`src/circular_linked_queue_manager_assert.svh`:
```
// ----------------------------------------------------------------------------
// Assertion macros for the circular linked queue manager
// Short forms for the concurrent checks at the end of the RTL modules.
// ----------------------------------------------------------------------------
`ifndef CIRCULAR_LINKED_QUEUE_MANAGER_ASSERT_SVH
`define CIRCULAR_LINKED_QUEUE_MANAGER_ASSERT_SVH

// The consequent must hold whenever the antecedent holds, outside reset.
`define CLQM_ASSERT_IMP(lbl, ante, cons, msg) \
    lbl: assert property (@(posedge aclk) disable iff (!aresetn) (ante) |-> (cons)) \
        else $error(msg);

// The consequent must hold in the cycle after the antecedent, outside reset.
`define CLQM_ASSERT_NEXT(lbl, ante, cons, msg) \
    lbl: assert property (@(posedge aclk) disable iff (!aresetn) (ante) |=> (cons)) \
        else $error(msg);

// The expression must never be true, outside reset.
`define CLQM_ASSERT_NEVER(lbl, expr, msg) \
    lbl: assert property (@(posedge aclk) disable iff (!aresetn) !(expr)) \
        else $error(msg);

`endif

```
`src/clqm_pkg.sv`:
```
// ----------------------------------------------------------------------------
// clqm_pkg
// Sizes, types, command codes and helpers of the circular linked queue manager.
// ----------------------------------------------------------------------------
package clqm_pkg;

    // Pool and list counts.
    localparam int NODES  = 64;
    localparam int LISTS  = 4;

    // Fixed widths of the request and response fields.
    localparam int CMD_W     = 2;
    localparam int LIST_ID_W = 2;
    localparam int NODE_ID_W = 6;

    // Internal index widths.
    localparam int NODE_W = (NODES > 1) ? $clog2(NODES) : 1;
    localparam int LIST_W = (LISTS > 1) ? $clog2(LISTS) : 1;

    typedef logic [NODE_W-1:0] node_t;
    typedef logic [LIST_W-1:0] list_idx_t;

    typedef enum logic [CMD_W-1:0] {
        CMD_ENQ  = 2'd0,
        CMD_DEQ  = 2'd1,
        CMD_REM  = 2'd2,
        CMD_FIND = 2'd3
    } cmd_t;

    // Keeps a stored link inside the node pool.
    function automatic node_t clampn(input node_t v);
        return (32'(v) < NODES) ? v : '0;
    endfunction

endpackage

```
`src/circular_linked_queue_manager.sv`:
```
// Response: each request runs through the states of its command and ends in FIN, where it
// loads the output register; a find first walks the ring link by link. A response still
// waiting in the output register holds the next one back in FIN.
// Throughput: one request at a time; the find walk reads one next link per cycle from the
// next-link memory.
// Reset: every list is empty, every head index is zero and the link memories are not cleared.
// ----------------------------------------------------------------------------
// circular_linked_queue_manager
// Several circular doubly linked lists sharing one node pool, with the next and
// previous links held in two single-port-read memories and a small sequencer.
// ----------------------------------------------------------------------------
`include "circular_linked_queue_manager_assert.svh"

module circular_linked_queue_manager
    import clqm_pkg::*;
(
    input  logic                 aclk,
    input  logic                 aresetn,

    input  logic                 s_valid,
    output logic                 s_ready,
    input  logic [CMD_W-1:0]     s_cmd,
    input  logic [LIST_ID_W-1:0] s_list_id,
    input  logic [NODE_ID_W-1:0] s_node,

    output logic                 m_valid,
    input  logic                 m_ready,
    output logic [NODE_ID_W-1:0] m_out_node,
    output logic                 m_was_empty,
    output logic                 m_found
);

    // The sequencer takes one request in IDLE, walks through the memory
    // accesses of its command, and parks the response in FIN until the
    // output register is free. A new request can be taken while the
    // previous response still waits on the m_ channel.
    typedef enum logic [3:0] {
        ST_IDLE,
        ST_ENQ0,
        ST_ENQ1,
        ST_ENQ2,
        ST_DEQ0,
        ST_DEQ1,
        ST_REM0,
        ST_REM1,
        ST_FIND0,
        ST_FWALK,
        ST_FIN
    } state_t;

    state_t    state_reg, state_next;
    cmd_t      cmd_reg, cmd_next;
    list_idx_t list_reg, list_next;
    node_t     node_reg, node_next;
    logic      node_ok_reg, node_ok_next;
    node_t     step_reg, step_next;

    // List heads live in flip-flops: there are only a few of them, and
    // every command but remove needs its list's head in the first cycle.
    node_t     head_index_reg [LISTS];
    node_t     head_index_next[LISTS];
    logic      head_valid_reg [LISTS];
    logic      head_valid_next[LISTS];

    // Response being built, and the output register.
    node_t     res_node_reg, res_node_next;
    logic      res_empty_reg, res_empty_next;
    logic      res_found_reg, res_found_next;

    logic                 m_valid_reg, m_valid_next;
    logic [NODE_ID_W-1:0] m_out_node_reg, m_out_node_next;
    logic                 m_was_empty_reg, m_was_empty_next;
    logic                 m_found_reg, m_found_next;

    // Link memories. Both share one read address; each has its own write port.
    node_t next_mem [NODES];
    node_t prev_mem [NODES];
    node_t nrd_reg;
    node_t prd_reg;

    logic  rd_en;
    node_t rd_addr;
    logic  nw_en;
    node_t nw_addr;
    node_t nw_data;
    logic  pw_en;
    node_t pw_addr;
    node_t pw_data;

    logic  in_list_ok;
    logic  in_node_ok;
    logic  out_free;
    node_t h_cur;
    logic  hv_cur;
    node_t nx;
    node_t px;

    assign in_list_ok = (32'(s_list_id) < LISTS);
    assign in_node_ok = (32'(s_node) < NODES);
    assign out_free   = !m_valid_reg || m_ready;

    // Head of the list under work and the links read in the previous cycle.
    assign h_cur  = clampn(head_index_reg[list_reg]);
    assign hv_cur = head_valid_reg[list_reg];
    assign nx     = clampn(nrd_reg);
    assign px     = clampn(prd_reg);

    assign s_ready     = (state_reg == ST_IDLE);
    assign m_valid     = m_valid_reg;
    assign m_out_node  = m_out_node_reg;
    assign m_was_empty = m_was_empty_reg;
    assign m_found     = m_found_reg;

    always_comb begin
        state_next      = state_reg;
        cmd_next        = cmd_reg;
        list_next       = list_reg;
        node_next       = node_reg;
        node_ok_next    = node_ok_reg;
        step_next       = step_reg;
        head_index_next = head_index_reg;
        head_valid_next = head_valid_reg;
        res_node_next   = res_node_reg;
        res_empty_next  = res_empty_reg;
        res_found_next  = res_found_reg;

        m_valid_next     = m_valid_reg && !m_ready;
        m_out_node_next  = m_out_node_reg;
        m_was_empty_next = m_was_empty_reg;
        m_found_next     = m_found_reg;

        rd_en   = 1'b0;
        rd_addr = '0;
        nw_en   = 1'b0;
        nw_addr = '0;
        nw_data = '0;
        pw_en   = 1'b0;
        pw_addr = '0;
        pw_data = '0;

        unique case (state_reg)
            ST_IDLE: begin
                if (s_valid) begin
                    cmd_next       = cmd_t'(s_cmd);
                    list_next      = list_idx_t'(s_list_id);
                    node_next      = node_t'(s_node);
                    node_ok_next   = in_node_ok;
                    res_node_next  = '0;
                    res_empty_next = 1'b0;
                    res_found_next = 1'b0;
                    if (!in_list_ok) begin
                        // A list beyond the configured count is ignored.
                        state_next = ST_FIN;
                    end else begin
                        unique case (cmd_t'(s_cmd))
                            CMD_ENQ:  state_next = ST_ENQ0;
                            CMD_DEQ:  state_next = ST_DEQ0;
                            CMD_REM:  state_next = ST_REM0;
                            CMD_FIND: state_next = ST_FIND0;
                            default:  state_next = ST_FIN;
                        endcase
                    end
                end
            end

            ST_ENQ0: begin
                if (!node_ok_reg) begin
                    state_next = ST_FIN;
                end else if (!hv_cur) begin
                    // First node of an empty list links to itself.
                    nw_en   = 1'b1;
                    nw_addr = node_reg;
                    nw_data = node_reg;
                    pw_en   = 1'b1;
                    pw_addr = node_reg;
                    pw_data = node_reg;
                    head_index_next[list_reg] = node_reg;
                    head_valid_next[list_reg] = 1'b1;
                    state_next = ST_FIN;
                end else begin
                    // Fetch the tail, which is the head's previous link.
                    rd_en      = 1'b1;
                    rd_addr    = h_cur;
                    state_next = ST_ENQ1;
                end
            end

            ST_ENQ1: begin
                // tail.next = node, node.prev = tail
                nw_en      = 1'b1;
                nw_addr    = px;
                nw_data    = node_reg;
                pw_en      = 1'b1;
                pw_addr    = node_reg;
                pw_data    = px;
                state_next = ST_ENQ2;
            end

            ST_ENQ2: begin
                // node.next = head, head.prev = node; written after the
                // tail update so that aliased entries end as in sequence.
                nw_en      = 1'b1;
                nw_addr    = node_reg;
                nw_data    = h_cur;
                pw_en      = 1'b1;
                pw_addr    = h_cur;
                pw_data    = node_reg;
                state_next = ST_FIN;
            end

            ST_DEQ0: begin
                if (!hv_cur) begin
                    res_empty_next = 1'b1;
                    state_next     = ST_FIN;
                end else begin
                    rd_en      = 1'b1;
                    rd_addr    = h_cur;
                    state_next = ST_DEQ1;
                end
            end

            ST_DEQ1: begin
                res_node_next = h_cur;
                if (nx == h_cur) begin
                    head_valid_next[list_reg] = 1'b0;
                end else begin
                    pw_en   = 1'b1;
                    pw_addr = nx;
                    pw_data = px;
                    nw_en   = 1'b1;
                    nw_addr = px;
                    nw_data = nx;
                    head_index_next[list_reg] = nx;
                end
                state_next = ST_FIN;
            end

            ST_REM0: begin
                if (!node_ok_reg) begin
                    state_next = ST_FIN;
                end else begin
                    rd_en      = 1'b1;
                    rd_addr    = node_reg;
                    state_next = ST_REM1;
                end
            end

            ST_REM1: begin
                if (hv_cur && (h_cur == node_reg) && (nx == node_reg)) begin
                    // Removing the only node empties the list, links untouched.
                    head_valid_next[list_reg] = 1'b0;
                end else begin
                    if (hv_cur && (h_cur == node_reg)) begin
                        head_index_next[list_reg] = nx;
                    end
                    pw_en   = 1'b1;
                    pw_addr = nx;
                    pw_data = px;
                    nw_en   = 1'b1;
                    nw_addr = px;
                    nw_data = nx;
                end
                state_next = ST_FIN;
            end

            ST_FIND0: begin
                if (!hv_cur) begin
                    res_empty_next = 1'b1;
                    state_next     = ST_FIN;
                end else if (!node_ok_reg) begin
                    state_next = ST_FIN;
                end else if (h_cur == node_reg) begin
                    res_found_next = 1'b1;
                    state_next     = ST_FIN;
                end else begin
                    rd_en      = 1'b1;
                    rd_addr    = h_cur;
                    step_next  = '0;
                    state_next = ST_FWALK;
                end
            end

            ST_FWALK: begin
                // One link per cycle: the read data addresses the next read.
                if (nx == h_cur) begin
                    state_next = ST_FIN;
                end else if (step_reg == node_t'(NODES - 1)) begin
                    // Broken ring: give up after a full pool of steps.
                    state_next = ST_FIN;
                end else if (nx == node_reg) begin
                    res_found_next = 1'b1;
                    state_next     = ST_FIN;
                end else begin
                    rd_en     = 1'b1;
                    rd_addr   = nx;
                    step_next = step_reg + node_t'(1);
                end
            end

            ST_FIN: begin
                if (out_free) begin
                    m_valid_next     = 1'b1;
                    m_out_node_next  = NODE_ID_W'(res_node_reg);
                    m_was_empty_next = res_empty_reg;
                    m_found_next     = res_found_reg;
                    state_next       = ST_IDLE;
                end
            end

            default: begin
                state_next = ST_IDLE;
            end
        endcase
    end

    // Sequencer state, request fields, list heads, response and the output register.
    always_ff @(posedge aclk) begin
        if (!aresetn) begin
            state_reg   <= ST_IDLE;
            m_valid_reg <= 1'b0;
            for (int i = 0; i < LISTS; i++) begin
                head_index_reg[i] <= '0;
                head_valid_reg[i] <= 1'b0;
            end
        end else begin
            state_reg      <= state_next;
            m_valid_reg    <= m_valid_next;
            head_index_reg <= head_index_next;
            head_valid_reg <= head_valid_next;
        end
        cmd_reg         <= cmd_next;
        list_reg        <= list_next;
        node_reg        <= node_next;
        node_ok_reg     <= node_ok_next;
        step_reg        <= step_next;
        res_node_reg    <= res_node_next;
        res_empty_reg   <= res_empty_next;
        res_found_reg   <= res_found_next;
        m_out_node_reg  <= m_out_node_next;
        m_was_empty_reg <= m_was_empty_next;
        m_found_reg     <= m_found_next;
    end

    // Next-link memory.
    always_ff @(posedge aclk) begin
        if (nw_en) begin
            next_mem[nw_addr] <= nw_data;
        end
        if (rd_en) begin
            nrd_reg <= next_mem[rd_addr];
        end
    end

    // Previous-link memory.
    always_ff @(posedge aclk) begin
        if (pw_en) begin
            prev_mem[pw_addr] <= pw_data;
        end
        if (rd_en) begin
            prd_reg <= prev_mem[rd_addr];
        end
    end

    // The sequencer never reads a link memory in a cycle that writes one.
    `CLQM_ASSERT_NEVER(a_no_rd_wr_overlap, rd_en && (nw_en || pw_en), "link read during write")
    // A taken request closes the request channel in the cycle after it.
    `CLQM_ASSERT_NEXT(a_one_at_a_time, s_valid && s_ready, !s_ready, "second request taken")
    // A new response is only ever loaded from the finishing state.
    `CLQM_ASSERT_IMP(a_resp_from_fin, $rose(m_valid_reg), $past(state_reg) == ST_FIN,
        "response loaded outside FIN")
    // A response never reports both an empty list and a hit.
    `CLQM_ASSERT_NEVER(a_found_not_empty, m_valid && m_found && m_was_empty,
        "found on an empty list")

endmodule
```
`config.mk`:
```
export PLATFORM = sky130hd
export DESIGN_NAME = circular_linked_queue_manager
export DESIGN_NICKNAME = d
export VERILOG_FILES = /design/src/clqm_pkg.sv /design/src/circular_linked_queue_manager.sv
export VERILOG_INCLUDE_DIRS = /design/src /design/src/src
export SDC_FILE = /design/constraint.sdc
export NUM_CORES = 1
export LEC_CHECK = 0
export BUFFER_PORTS_ARGS = -buffer_cell sky130_fd_sc_hd__buf_4
export CAP_MARGIN = 40
export CORE_MARGIN = 4
export CORE_UTILIZATION = 25
export CTS_CLUSTER_DIAMETER = 60
export DETAILED_ROUTE_END_ITERATION = 8
export HOLD_SLACK_MARGIN = 0.12
export PLACE_DENSITY = 0.4
export SYNTH_ARGS = -nofsm -noshare
export SYNTH_HDL_FRONTEND = slang
export SYNTH_SLANG_ARGS = --single-unit
```
`constraint.sdc`:
```
create_clock -name aclk -period 5.37 [get_ports aclk]
set_input_delay 0.2685 -clock aclk [delete_from_list [all_inputs] [get_ports aclk]]
set_output_delay 0.2685 -clock aclk [all_outputs]
set_load 0.05 [all_outputs]
```
==> results.tsv <==
stage	metric	value	unit
worst_setup_path	Worst EP required	5.68	ns
worst_setup_path	reg2reg end	next_mem[12][3]	
yosys	main area contributors after synthesis	edfxtp_1, mux2i_1, nand2_1, mux2_2, dfxtp_1	
yosys	mux cell area share after synthesis	10.3	%
yosys	post-synthesis instance area	35200	sq um
worst_hold_path	WHS Path Cells	5	
worst_setup_path	Critical Path Sink Type	flip-flop	
placement	dpl hpwl	65.1	mm
job	MaxCap Viol Count	0	
clock_network	Clock Tree Buf Depth	3	
clock_network	Root Buffer	clkbuf_16	
floorplan	Die W	383	um
timing	min Tclk post-route	4.98	ns
global_route	gr usage total	13.3	%
yosys	synth unique cells	67	
clock_network	CTS tree	built	
final_layout	Synth-to-Final Area Change	17.5	%
timing	Hold Slack	0.223	ns
floorplan	row cnt	137	
detailed_routing	DRT antenna net count	0	
worst_setup_path	Setup crit start kind	flip-flop	
timing	Final TNS setup	0	ns
clock_network	CTS H-tree depth	3	
floorplan	Die Y	383	um
yosys	combinational family with the most area after synthesis	multiplexers	
detailed_routing	Vias	20800	
yosys	xor/xnor share of the synthesized area	0.569	%
clock_network	clk sinks	843	
floorplan	I/O Pins	24	
pwr	leakage	15.5	nW
yosys	Post-synth EDFFs	810	
worst_hold_path	worst hold path type	in -> reg	
final_layout	post-route insts no fill	4510	
yosys	synth warn	0	
yosys	Async S/R FF share, synth	0	%
detailed_routing	DRC Markers	0	
pwr	Peak supply drop	0.334	mV
timing	final worst-path cycle share	92.7	%
timing	achievable clock frequency	201	MHz
timing	RSZ-0062 raised after global routing	false	
yosys	syn avg cell area	14.3	sq um
detailed_routing	Total Wirelength	99.3	mm
outcome	status	finished clean	
timing	Worst slew margin	36.7	%
yosys	Yosys top cell area share	69.2	%
timing	Final Hold Fails	0	
placement	DP Cell Count	4323	
yosys	post-synthesis cell count	2455	
detailed_routing	DR WL/cell	22.0	um
worst_setup_path	Crit Path Class	reg -> reg	
worst_setup_path	Worst EP arrival	5.28	ns
final_layout	fill cell count	14000	
worst_setup_path	Worst Path Max Fanout	16	
worst_setup_path	R2R setup slack	0.39	ns
timing	Final Setup Violations	0	
global_route	global-route wire length before repair	145	mm
global_route	vias in the first global route	20800	
final_layout	most common cell after layout, fill and taps aside	edfxtp_1	
clock_network	Clock Latency Late Sink	0.67	ns
detailed_routing	router iterations before antenna repair	7	
yosys	Seq cells post-synth	843	
floorplan	die area	147000	sq um
global_route	largest net degree at the start of global routing	109	
timing	Worst-Margin Slew	0.942	ns
yosys	Mapped Nets	2473	
pwr	Pwr Total	18.7	mW
clock_network	post-CTS resize count	0	
clock_network	cts bufs inserted	97	
floorplan	Initial Utilization	25.2	%
global_route	grt ovf	0	
yosys	post-synthesis adder-cell area fraction	0.142	%
clock_network	clock transition at the registers of the reported paths	0.06	ns
final_layout	register area	25000	sq um
timing	Clock Skew	0.0400	ns
placement	RePlAce Congestion	0.819	
detailed_routing	Initial DRC Count	1772	
worst_setup_path	worst r2r path cells	11	
floorplan	core area	140000	sq um
yosys	Synth Area in Simple Gates	10.2	%
detailed_routing	drt via density	4.61	
yosys	Synth Area in Compound Gates	5.49	%
worst_setup_path	worst reg2reg path startpoint	list_reg[1]	
final_layout	Nets	2576	
yosys	sequential area share after synthesis	71.1	%
worst_hold_path	hold_sp	s_cmd[0]	
worst_hold_path	Hold Path End	state_reg[3]	
final_layout	most frequent cells in the layout	edfxtp_1, nand2_1, mux2i_1, nor2_1, nand3_1	
final_layout	multi-input logic area	9450	sq um
global_route	initial antenna violation count	3	
timing	Final Max Slew Viols	0	
yosys	ys flop type	edfxtp_1	
yosys	Yosys top cell by area	edfxtp_1	
pwr	PD cells	453	nW/um^2
final_layout	layout cell share with drive strength beyond 1	14.5	%
placement	IO Port Bufs	23	
-- metal layers --
layer  track usage, %  vias up  wire length, um
li1                 -     9527                -
met1             18.4    10600            45700
met2             21.8      534            47400
met3             2.12       93             4800
met4             3.17        0             1510
met5                0        -                0
-- cell families (layout without fill, tap and decap cells) --
family | count (synthesis) | after routing
fa+ha+maj | 4 | 4
simple gates | 821 | 821
other cells | 0 | 3
compound gates | 253 | 253
flops | 843 | 843
xor+xnor | 22 | 22
buf+inv | 169 | 345
mux | 343 | 343
-- synthesized netlist by cell type, types with 4 or more instances --
master and instances:
mux2_1 9, mux2i_1 262, buf_4 16, o21ai_0 20
nor3_1 18, or2_2 5, and2_1 10, xnor2_1 13
edfxtp_1 810, nand4_1 21, o211ai_1 6, a311oi_1 6
o22ai_1 23, a21oi_1 20, mux2_2 65, and3_1 42
a311o_1 7, dfxtp_1 33, nor2_1 167, a31oi_1 33
nor4_1 9, o2bb2ai_1 5, nand2_1 386, nor3b_1 4
buf_2 45, a211oi_1 13, clkbuf_1 76, a22o_1 21
a32o_1 5, buf_6 5, ha_1 4, o211a_1 27
xor2_1 8, nand3_1 132, mux4_2 7, nand2b_1 5
or3_1 9, buf_1 6, o22a_1 7, inv_1 21
a22oi_1 28, a32oi_1 7, a222oi_1 4
-- worst max path at each step --
stage / startpoint / to / slack, ns
6_report: list_reg[1] / next_mem[12][3] / 0.39
3_3_place_gp: list_reg[0] / prd_reg[2] / 0.45
4_1_cts: list_reg[0] / prev_mem[54][2] / 0.44
3_5_place_dp: list_reg[0] / prd_reg[2] / 0.48
5_1_grt: list_reg[0] / prd_reg[2] / 0.14
2_1_floorplan: list_reg[0] / next_mem[12][0] / 0.59
-- power by group --
group / total [mW] / switching (mW) / internal (mW)
Clock: 6.38 / 2.64 / 3.74
Combinational: 3.69 / 2.72 / 0.962
Sequential: 8.64 / 0.205 / 8.43
Total: 18.7 / 5.57 / 13.1
-- cell type report --
cell class | instances | area share [%]
clock buffer | 116 | 6.20
tap | 1876 | 5.68
timing repair buffer | 152 | 3.30
antenna | 3 | 0.0182
sequential | 843 | 60.5
clock inverter | 56 | 1.25
multi-input combinational | 1443 | 22.9
inverter | 21 | 0.191
-- timing repair --
action                    in CTS  in global routing
setup buffers                  0                  0
hold endpoints to repair      42                  0
hold buffers                  12                  0
-- critical path, cell delays in order, from the launching register on --
cell	delay, ns
edfxtp_1	0.80
mux4_2	0.53
xnor2_1	0.19
nand4_2	0.16
nor3_1	0.08
a311oi_1	0.82
a21o_1	0.44
a22oi_1	0.35
inv_2	0.17
nand3_1	0.23
buf_4	0.27
nor2_1	0.53
-- stage by stage --
step | worst slack [ns] | instance area (sq um) | util (%)
final | 0.393 | 41300 | 29.6
after global routing | 0.143 | 41300 | 29.6
after CTS | 0.440 | 41300 | 29.6
after detailed placement | 0.484 | 38100 | 27.3
after global placement | 0.447 | 38000 | 27.3
after floorplan | 0.594 | 35200 | -
Power figures use the tool's default switching activity.
